`src/design/hrp_pkg.sv`:
```
// Shared types, codes and the per-byte field classifier for the HTTP request head parser.
// Used by hrp_step, hrp_out_queue, http_request_head_parser and its testbench; depends on nothing else.
package hrp_pkg;

  localparam logic [2:0] PH_METHOD  = 3'd0;
  localparam logic [2:0] PH_PATH    = 3'd1;
  localparam logic [2:0] PH_VERSION = 3'd2;
  localparam logic [2:0] PH_HSTART  = 3'd3;
  localparam logic [2:0] PH_HNAME   = 3'd4;
  localparam logic [2:0] PH_VLEAD   = 3'd5;
  localparam logic [2:0] PH_VALUE   = 3'd6;

  localparam logic [2:0] K_NONE    = 3'd0;
  localparam logic [2:0] K_METHOD  = 3'd1;
  localparam logic [2:0] K_PATH    = 3'd2;
  localparam logic [2:0] K_VERSION = 3'd3;
  localparam logic [2:0] K_HNAME   = 3'd4;
  localparam logic [2:0] K_HVALUE  = 3'd5;

  localparam logic [2:0] ST_RUN        = 3'd0;
  localparam logic [2:0] ST_DONE       = 3'd1;
  localparam logic [2:0] ST_NO_EOL     = 3'd2;
  localparam logic [2:0] ST_NO_SP1     = 3'd3;
  localparam logic [2:0] ST_NO_SP2     = 3'd4;
  localparam logic [2:0] ST_BAD_VER    = 3'd5;
  localparam logic [2:0] ST_HDR_UNTERM = 3'd6;
  localparam logic [2:0] ST_NO_COLON   = 3'd7;

  localparam logic [7:0] CHAR_SP    = 8'h20;
  localparam logic [7:0] CHAR_COLON = 8'h3A;
  localparam logic [7:0] CHAR_CR    = 8'h0D;
  localparam logic [7:0] CHAR_LF    = 8'h0A;

  localparam logic [2:0] VER_PREFIX_LEN = 3'd5;

  typedef struct packed {
    logic [2:0] phase;
    logic       cr_held;
    logic [2:0] vcount;
    logic       vmis;
    logic [2:0] lstatus;
  } parse_state_t;

  typedef struct packed {
    logic [7:0] data;
    logic [2:0] kind;
    logic [2:0] closes;
    logic [2:0] status;
    logic       last;
  } result_t;

  typedef struct packed {
    logic       emit;
    logic [7:0] data;
    logic [2:0] kind;
    logic [2:0] closes;
    logic [2:0] phase;
    logic [2:0] vcount;
    logic       vmis;
  } content_t;

  function automatic logic [7:0] ver_char(input logic [2:0] idx);
    logic [7:0] c;
    case (idx)
      3'd0:    c = 8'h48;
      3'd1:    c = 8'h54;
      3'd2:    c = 8'h54;
      3'd3:    c = 8'h50;
      default: c = 8'h2F;
    endcase
    return c;
  endfunction

  function automatic content_t content_step(input logic [2:0] phase, input logic [2:0] vcount,
                                            input logic vmis, input logic [7:0] b);
    content_t r;
    r.emit   = 1'b1;
    r.data   = 8'd0;
    r.kind   = K_NONE;
    r.closes = K_NONE;
    r.phase  = phase;
    r.vcount = vcount;
    r.vmis   = vmis;
    unique case (phase)
      PH_METHOD: begin
        if (b == CHAR_SP) begin
          r.closes = K_METHOD;
          r.phase  = PH_PATH;
        end else begin
          r.kind = K_METHOD;
          r.data = b;
        end
      end
      PH_PATH: begin
        if (b == CHAR_SP) begin
          r.closes = K_PATH;
          r.phase  = PH_VERSION;
        end else begin
          r.kind = K_PATH;
          r.data = b;
        end
      end
      PH_VERSION: begin
        if (vcount < VER_PREFIX_LEN) begin
          if (b != ver_char(vcount)) r.vmis = 1'b1;
          r.vcount = vcount + 3'd1;
        end
        r.kind = K_VERSION;
        r.data = b;
      end
      PH_HSTART, PH_HNAME: begin
        if (b == CHAR_COLON) begin
          r.closes = K_HNAME;
          r.phase  = PH_VLEAD;
        end else begin
          r.kind  = K_HNAME;
          r.data  = b;
          r.phase = PH_HNAME;
        end
      end
      PH_VLEAD: begin
        if (b != CHAR_SP) begin
          r.kind  = K_HVALUE;
          r.data  = b;
          r.phase = PH_VALUE;
        end else begin
          r.emit = 1'b0;
        end
      end
      default: begin
        r.kind = K_HVALUE;
        r.data = b;
      end
    endcase
    return r;
  endfunction

endpackage

```
`src/design/http_request_head_parser.sv`:
```
// Top level of the HTTP request head parser: parse state registers, step logic and result queue.
// Depends on hrp_pkg, hrp_step and hrp_out_queue.
//
// The parser takes one byte of a request head per accepted item and produces one or two
// result items per byte, each tagged with its field, any field end and the running status.
// It accepts a new byte every cycle while its four-entry result queue has room for two
// results, so a stream of bytes that each give one result moves at one byte per clock
// while out_ready is held high; a byte that gives two results fills two queue entries.
// The status is final on the last result of the byte flagged as the end of the message,
// after which the parser starts over for the next message.
module http_request_head_parser (
  input  logic       clk,
  input  logic       rst,
  input  logic       in_valid,
  output logic       in_ready,
  input  logic [7:0] data_byte,
  input  logic       end_of_message,
  output logic       out_valid,
  input  logic       out_ready,
  output logic [7:0] out_byte,
  output logic [2:0] field_kind,
  output logic [2:0] closes_field,
  output logic [2:0] status,
  output logic       last_of_run
);
  import hrp_pkg::*;

  parse_state_t st;
  parse_state_t st_next;
  result_t      res0;
  result_t      res1;
  result_t      head;
  logic         two;
  logic         room;
  logic         accept;

  assign in_ready = room;
  assign accept   = in_valid && room;

  hrp_step u_step (
    .st             (st),
    .data_byte      (data_byte),
    .end_of_message (end_of_message),
    .st_next        (st_next),
    .res0           (res0),
    .res1           (res1),
    .two            (two)
  );

  always_ff @(posedge clk) begin
    if (rst) begin
      st.phase   <= PH_METHOD;
      st.cr_held <= 1'b0;
      st.vcount  <= 3'd0;
      st.vmis    <= 1'b0;
      st.lstatus <= ST_RUN;
    end else if (accept) begin
      st <= st_next;
    end
  end

  hrp_out_queue u_queue (
    .clk       (clk),
    .rst       (rst),
    .push      (accept),
    .two       (two),
    .res0      (res0),
    .res1      (res1),
    .room      (room),
    .out_valid (out_valid),
    .out_ready (out_ready),
    .head      (head)
  );

  assign out_byte     = head.data;
  assign field_kind   = head.kind;
  assign closes_field = head.closes;
  assign status       = head.status;
  assign last_of_run  = head.last;

endmodule

```
`src/design/hrp_step.sv`:
```
// Combinational handling of one input byte: CR holding, field classification and line ends.
// Depends on hrp_pkg for the state and result types and the classifier function.
module hrp_step (
  input  hrp_pkg::parse_state_t st,
  input  logic [7:0]            data_byte,
  input  logic                  end_of_message,
  output hrp_pkg::parse_state_t st_next,
  output hrp_pkg::result_t      res0,
  output hrp_pkg::result_t      res1,
  output logic                  two
);
  import hrp_pkg::*;

  logic       run;
  logic       do1;
  logic       do2;
  logic [7:0] b1;
  logic [7:0] b2;
  logic       hold;
  logic       le;
  logic       le_emit;
  logic [2:0] le_closes;
  logic [2:0] le_status;
  logic [2:0] le_phase;
  content_t   c1;
  content_t   c2;
  content_t   cf;
  logic       e1;
  logic [2:0] phase_mid;
  logic [2:0] status_mid;
  logic [2:0] status_out;

  assign run = (st.lstatus == ST_RUN);

  always_comb begin
    do1  = 1'b0;
    do2  = 1'b0;
    b1   = data_byte;
    b2   = data_byte;
    hold = 1'b0;
    le   = 1'b0;
    if (run) begin
      if (st.cr_held) begin
        if (data_byte == CHAR_LF) begin
          le = 1'b1;
        end else begin
          do1 = 1'b1;
          b1  = CHAR_CR;
          if (data_byte == CHAR_CR) hold = 1'b1;
          else do2 = 1'b1;
        end
      end else if (data_byte == CHAR_CR) begin
        hold = 1'b1;
      end else begin
        do1 = 1'b1;
      end
    end
    // A CR still held at the end of the message is delivered as content.
    if (end_of_message && hold) begin
      if (do1) begin
        do2 = 1'b1;
        b2  = CHAR_CR;
      end else begin
        do1 = 1'b1;
        b1  = CHAR_CR;
      end
    end
  end

  assign c1 = content_step(st.phase, st.vcount, st.vmis, b1);
  assign c2 = content_step(c1.phase, c1.vcount, c1.vmis, b2);

  always_comb begin
    cf = c1;
    if (do2) begin
      cf = c2;
    end else if (!do1) begin
      cf.phase  = st.phase;
      cf.vcount = st.vcount;
      cf.vmis   = st.vmis;
    end
  end

  always_comb begin
    le_emit   = 1'b0;
    le_closes = K_NONE;
    le_status = ST_RUN;
    le_phase  = st.phase;
    unique case (st.phase)
      PH_METHOD: le_status = ST_NO_SP1;
      PH_PATH:   le_status = ST_NO_SP2;
      PH_VERSION: begin
        le_emit   = 1'b1;
        le_closes = K_VERSION;
        if (st.vcount == VER_PREFIX_LEN && !st.vmis) le_phase = PH_HSTART;
        else le_status = ST_BAD_VER;
      end
      PH_HSTART: le_status = ST_DONE;
      PH_HNAME:  le_status = ST_NO_COLON;
      default: begin
        le_emit   = 1'b1;
        le_closes = K_HVALUE;
        le_phase  = PH_HSTART;
      end
    endcase
  end

  assign phase_mid  = le ? le_phase : cf.phase;
  assign status_mid = le ? le_status : ST_RUN;

  always_comb begin
    if (!run) begin
      status_out = st.lstatus;
    end else if (end_of_message && status_mid == ST_RUN) begin
      status_out = (phase_mid <= PH_VERSION) ? ST_NO_EOL : ST_HDR_UNTERM;
    end else begin
      status_out = status_mid;
    end
  end

  assign e1  = do1 && c1.emit;
  assign two = !le && e1 && do2 && c2.emit;

  always_comb begin
    res0.data   = 8'd0;
    res0.kind   = K_NONE;
    res0.closes = K_NONE;
    if (le) begin
      if (le_emit) res0.closes = le_closes;
    end else if (e1) begin
      res0.data   = c1.data;
      res0.kind   = c1.kind;
      res0.closes = c1.closes;
    end else if (do2 && c2.emit) begin
      res0.data   = c2.data;
      res0.kind   = c2.kind;
      res0.closes = c2.closes;
    end
    res0.status = status_out;
    res0.last   = !two;
    res1.data   = c2.data;
    res1.kind   = c2.kind;
    res1.closes = c2.closes;
    res1.status = status_out;
    res1.last   = 1'b1;
  end

  always_comb begin
    if (end_of_message) begin
      st_next.phase   = PH_METHOD;
      st_next.cr_held = 1'b0;
      st_next.vcount  = 3'd0;
      st_next.vmis    = 1'b0;
      st_next.lstatus = ST_RUN;
    end else begin
      st_next.phase   = phase_mid;
      st_next.cr_held = run ? hold : st.cr_held;
      st_next.vcount  = le ? st.vcount : cf.vcount;
      st_next.vmis    = le ? st.vmis : cf.vmis;
      st_next.lstatus = status_out;
    end
  end

endmodule

```
`src/design/hrp_out_queue.sv`:
```
// Four-entry result queue that takes one or two results per cycle and delivers one while out_ready is high.
// Depends on hrp_pkg for the result type.
module hrp_out_queue (
  input  logic             clk,
  input  logic             rst,
  input  logic             push,
  input  logic             two,
  input  hrp_pkg::result_t res0,
  input  hrp_pkg::result_t res1,
  output logic             room,
  output logic             out_valid,
  input  logic             out_ready,
  output hrp_pkg::result_t head
);
  import hrp_pkg::*;

  result_t    mem [4];
  logic [1:0] wr_ptr;
  logic [1:0] rd_ptr;
  logic [2:0] count;
  logic [2:0] count_next;
  logic       pop;

  assign room      = (count <= 3'd2);
  assign out_valid = (count != 3'd0);
  assign pop       = out_valid && out_ready;
  assign head      = mem[rd_ptr];

  assign count_next = count + {2'd0, push} + {2'd0, push && two} - {2'd0, pop};

  always_ff @(posedge clk) begin
    if (push) begin
      mem[wr_ptr] <= res0;
      if (two) mem[wr_ptr + 2'd1] <= res1;
    end
  end

  always_ff @(posedge clk) begin
    if (rst) begin
      wr_ptr <= 2'd0;
      rd_ptr <= 2'd0;
      count  <= 3'd0;
    end else begin
      if (push) wr_ptr <= wr_ptr + (two ? 2'd2 : 2'd1);
      if (pop) rd_ptr <= rd_ptr + 2'd1;
      count <= count_next;
    end
  end

endmodule

```
`config.mk`:
```
export PLATFORM = sky130hd
export DESIGN_NAME = http_request_head_parser
export DESIGN_NICKNAME = d
export VERILOG_FILES = /design/src/design/hrp_pkg.sv /design/src/design/http_request_head_parser.sv /design/src/design/hrp_step.sv /design/src/design/hrp_out_queue.sv
export SDC_FILE = /design/constraint.sdc
export NUM_CORES = 1
export LEC_CHECK = 0
export ABC_AREA = 1
export ABC_CLOCK_PERIOD_IN_PS = 5920
export BUFFER_PORTS_ARGS = -buffer_cell sky130_fd_sc_hd__buf_2
export CAP_MARGIN = 20
export CORE_MARGIN = 4
export CORE_UTILIZATION = 62
export CTS_CLUSTER_DIAMETER = 80
export DETAILED_ROUTE_END_ITERATION = 8
export PLACE_DENSITY = 0.86
export SLEW_MARGIN = 20
export SYNTH_ARGS = -nofsm -noshare
export SYNTH_HDL_FRONTEND = slang
export SYNTH_SLANG_ARGS = --single-unit
```
`constraint.sdc`:
```
create_clock -name clk -period 5.92 [get_ports clk]
set_input_delay 0 -clock clk [delete_from_list [all_inputs] [get_ports clk]]
set_output_delay 0 -clock clk [all_outputs]
set_load 0.05 [all_outputs]
```
# After elaboration in Yosys (flattened, before gate mapping)
# Memories as Yosys holds them, arrays and structs flattened. A register that Yosys moved wholly into a read port is not among the register bits.
# Index checks and enable logic that the tools add are counted.
# op_classes
addsub,8
mul,0
div,0
magnitude_cmp,4
eq_ne,28
shift,0
n_mux,93
bitwise_logic,0
reduce_logical,30
# ops
op,count
2-to-1 mux 11 bit,10
case mux 11 bit (5 select lines),2
2-to-1 mux 8 bit,11
2-to-1 mux 3 bit,15
case mux 7 bit (3 select lines),2
== test 8 x 6 -> 1 bit (second input constant),4
2-to-1 mux 1 bit,32
2-to-1 mux 14 bit,2
== test 3 x 2 -> 1 bit (second input constant),8
2-to-1 mux 4 bit,6
case mux 3 bit (4 select lines),2
zero test 3 bit,6
case mux 3 bit (3 select lines),2
== test 8 x 4 -> 1 bit (second input constant),2
inequality test 8 x 6 -> 1 bit (second input constant),2
inequality test 8 bit,2
== test 3 bit (second input constant),5
case mux 3 bit (5 select lines),1
2-to-1 mux 7 bit,2
== test 3 x 1 -> 1 bit (second input constant),4
logical AND 1 bit,11
2-to-1 mux 5 bit,2
OR reduction 2 bit,4
adder 3 x 1 -> 3 bit,2
15 further kinds,24
# word_totals
ff_bits,18
latchBits,0
ramBits,72
mem_bits_ro,0
inputBits,13
out_inout_bits,20
word_cells,172
n_memories,1
# memory_table
memory,words,word_bits,rd,rd_clocked_by_memory_dff,write_ports,line_no,rtl
u_queue.mem,4,18,1,1,2,hrp_out_queue.sv:17,result_t mem [4];

# Depth between registers and ports, before layout
# depth
ltp_word,27
mapped_depth,24
ltp_nobuf,24

# Modules after synthesis
# A second synthesis with hierarchy kept.
# unflattened
cells_unflattened,781
area_unflattened_um2,6267.3
# by_module_without_submodules
module,n_inst,cells_each,area_each_um2,seq_area_each_um2
hrp_out_queue,1,422,4304.1,2342.2
hrp_step,1,287,1498.9,0.0
http_request_head_parser,1,72,464.2,220.2

# Worst setup path before layout
# No wires, ideal clock.
# synth_path
kind,register to register
start,reg u_queue.count[1]
end,reg u_queue.count[2]
setup_ns,0.128
arrival_ns,2.776
required_time_ns,5.792
slack_ns,3.016
stages_incl_launch_ff,14
path_buffers,1
synth_period_minus_slack_ns,2.904
cell_sequence,dfxtp_1 inv_1 ha_1 or2_2 nand2_1 clkbuf_1 inv_1 nand2_1 ha_1 inv_1 fa_1 fa_1 xor2_1 nor2_1
# synth_between
elab_chain_cells,5
elab_cells_between_ends,8
classes_between,add/sub (3); order compare (1); reduce/logical (4)
# synth_rtl
item,line_no,rtl
from (decl),hrp_out_queue.sv:20,logic [2:0] count;
from (signal assigned),hrp_out_queue.sv:46,count <= count_next;
<= comparator 3 x 2 -> 1 bit *,hrp_out_queue.sv:24,assign room = (count <= 3'd2);
named net in_ready,http_request_head_parser.sv:15,"output logic in_ready,"
logical AND 1 bit *,http_request_head_parser.sv:38,assign accept = in_valid && room;
named net accept,http_request_head_parser.sv:35,logic accept;
adder 3 x 1 -> 3 bit or logical AND 1 bit (tied branches),hrp_out_queue.sv:29,"assign count_next = count + {2'd0, push} + {2'd0, push && two} - {2'd0, pop};"
adder 3 x 1 -> 3 bit *,hrp_out_queue.sv:29,
subtractor 3 x 1 -> 3 bit *,hrp_out_queue.sv:29,
# Mark *: on every way through the listed nets, which the timed path passes. The rest lies on a longest branch.
# A chain may end at the register's enable or synchronous reset.

==> results_dict.tcl <==
set metrics [dict create \
    status "complete, no violations" \
    cts_setup_buffers 0 \
    max_stage_delay_ns 0.61 \
    critPathArrivalTime_ns 3.22 \
    grt_overflow 0 \
    total_power_mw 1.96 \
    seq_area_frac_synth_pct 47.4 \
    ir_drop_mv 0.301 \
    portBuffers 32 \
    area_growth_pct 8.22 \
    endpoint_kind "register" \
    ys_warn_count 0 \
    clkSinkCount 92 \
    drt_wl_total_um 14100 \
    min_period_ns 3.23 \
    drc 0 \
    crit_buf_inv 3 \
    ys_ff_latch 92 \
    setup_violations 0 \
    holdPathStages 4 \
    insertion_delay_ns 0.37 \
    hold_violations 0 \
    rr_worst_depth 9 \
    critPathKind "reg -> reg" \
    start_util_pct 64.2 \
    core_sq_um 8300 \
    rsz0062_at_grt "false" \
    clock_skew_ns 0.00855 \
    ioPinCount 33 \
    path_clk_slew_ns 0.10 \
    cp_cell_sequence "inv_1 -> ha_1 -> or2_2 -> nand2_1 -> nor3_1 -> inv_1 -> nor2_1 -> nor2_1 -> inv_1" \
    die_x_um 101 \
    die_h_um 101 \
    routed_via_density 6.23 \
    antenna_found_initial 0 \
    hold_path_class "in -> reg" \
    whs_ns 0.0918 \
    p_int_mw 1.14 \
    grt_max_degree 38 \
    p_sw_mw 0.820 \
    fin_crit_sh_pct 54.5 \
    path_common_cell "inv_1" \
    p_clk_share_pct 22.7 \
    first_iter_violations 493 \
    htreeDepth 3 \
    slew_violations 0 \
    r2r_setup_slack_ns 2.69 \
    fp-row-count 33 \
    final_cell_mix "nand2_1, nor2_1, inv_1, edfxtp_1, o21ai_0" \
    synthFlopType "edfxtp_1" \
    crit_family "simple AND/OR/NAND/NOR gates" \
    dieArea_sq_um 10100 \
    postRouteAntennaNets 0 \
    whs_endpoint "st[8]$_SDFFE_PP0P_" \
    synthCells 662 \
    power.share.sequential_pct 41.4 \
    final_common_cell "nand2_1" \
    cp_slowest_cell "inv_1" \
    critPathRequiredTime_ns 5.92 \
    comb_power_share_pct 36.0 \
    vias 4975 \
    fmax_mhz 310 \
    slew_headroom_pct 32.5 \
    wire_per_inst_um 17.7 \
    critPathMaxFanout 18 \
    tightestPinTransition_ns 1.00 \
    synth_edf_count 68 \
    async_reset_ff_share_pct 0 \
    power_leakage_nw 2.25 \
    grt_use_total_pct 29.0 \
    fin_setup_tns_ns 0 \
    gp_congestion 1.04 \
    netlist_area_sq_um 5330 \
    avgSynthCellArea_sq_um 8.05 \
    swShare_pct 41.9 \
    startpoint_type "register" \
    synth.distinct_cells 39 \
    final_layout_size_suffix_gt1_share_pct 11.5 \
    numCtsBuffers 9 \
    firstDrtPassIters 7 \
    reg2reg_from "u_queue.count[1]$_SDFF_PP0_" \
    cts_tree "built" \
    fin_nets 713 \
    drv_cap 0 \
    min_from "end_of_message" \
    reg2reg_to "u_queue.mem[1][10]$_DFFE_PP_" \
    grt_pass1_vias 4676 \
    power_density_nw_per_um2 340 \
    diodes 0 \
    syn_nets 687 \
    grt_pass1_wl_um 23100 \
    cts_resized 0 \
    dp_hpwl_um 10400 \
    cts.path.max_buffers 2 \
    root_buffer "clkbuf_8" \
]
[how the worst max path moves through the flow]
stage	startpoint	to	slack (ns)	cells past startpoint
after global placement	u_queue.count[1]$_SDFF_PP0_	u_queue.mem[1][9]$_DFFE_PP_	2.75	9
after detailed placement	u_queue.count[1]$_SDFF_PP0_	u_queue.mem[0][16]$_DFFE_PP_	2.74	9
after floorplan	u_queue.count[1]$_SDFF_PP0_	u_queue.count[2]$_SDFF_PP0_	3.02	13
final	u_queue.count[1]$_SDFF_PP0_	u_queue.mem[1][10]$_DFFE_PP_	2.69	9
after global routing	u_queue.count[1]$_SDFF_PP0_	u_queue.mem[1][10]$_DFFE_PP_	2.28	9
after CTS	u_queue.count[1]$_SDFF_PP0_	u_queue.mem[0][7]$_DFFE_PP_	2.71	9
[cell families after synthesis]
kind of cell	synth area share [%]
compound gates	19.1
flops	47.4
fa+ha+maj	3.10
xor+xnor	0.658
buf+inv	7.92
simple gates	21.8
[state kept, by name (all words and copies together) (netlist names), named ones only]
| signal | count |
|---|---|
| u_queue.mem | 72 |
| st | 11 |
| u_queue.count | 3 |
| u_queue.rd_ptr | 2 |
| u_queue.wr_ptr | 2 |
[worst register-to-register path, delay by kind of cell, from the launching register on]
family / cells / cell delay, ns
and+or+nand+nor: 5 / 1.37
buffers and inverters: 3 / 1.01
DFF: 1 / 0.31
adders and majority gates: 1 / 0.15
[power by group through the flow]
stage / registers [mW] / logic [mW] / clock network [mW]
after floorplan: 0.807 / 0.546 / 0
after global placement: 0.821 / 0.686 / 0
after detailed placement: 0.824 / 0.700 / 0
after CTS: 0.809 / 0.704 / 0.443
after global routing: 0.816 / 0.763 / 0.477
final: 0.810 / 0.705 / 0.444
[per-layer routing]
layer  part of all wire (%)  track usage [%]
met1                     41             39.8
met2                     47             44.7
met3                    9.6             5.88
met4                    2.9             12.3
met5                      0                0
[synth_stat cells (all sizes together) (4+ instances only)]
library cell	count	area, sq um
nand4	7	43.8
a21oi	31	159
nor2	109	437
o22ai	61	382
xor2	4	35.0
nand2	108	423
inv	87	327
buf	4	26.3
clkbuf	16	60.1
edfxtp	68	2040
o21ai	72	360
nor4	4	25.0
ha	10	125
dfxtp	24	480
nor3	13	65.1
nand3	21	125
[layout make-up]
cell class	instances	area [sq um]
tap	105	131
fill	661	2530
clock buffer	9	124
timing repair buffer	35	188
inverter	89	335
multi-input combinational	461	2380
sequential	92	2520
clock inverter	7	81.3
[through the flow]
stage	utilization [%]	cell area (sq um)	cells	worst slack, ns
floorplan	-	5330	662	3.02
global placement	66.7	5540	780	2.75
detailed placement	66.7	5540	780	2.74
CTS	69.5	5760	798	2.71
global route	69.5	5760	798	2.28
finish	69.5	5760	798	2.69
[repair_timing]
item | 4_1_cts | 5_1_grt
hold buffers | 2 | 0
endpoints found under the hold margin | 11 | 0
setup endpoints to repair | 0 | 0
Note: power is estimated with default switching activity, not from simulation.
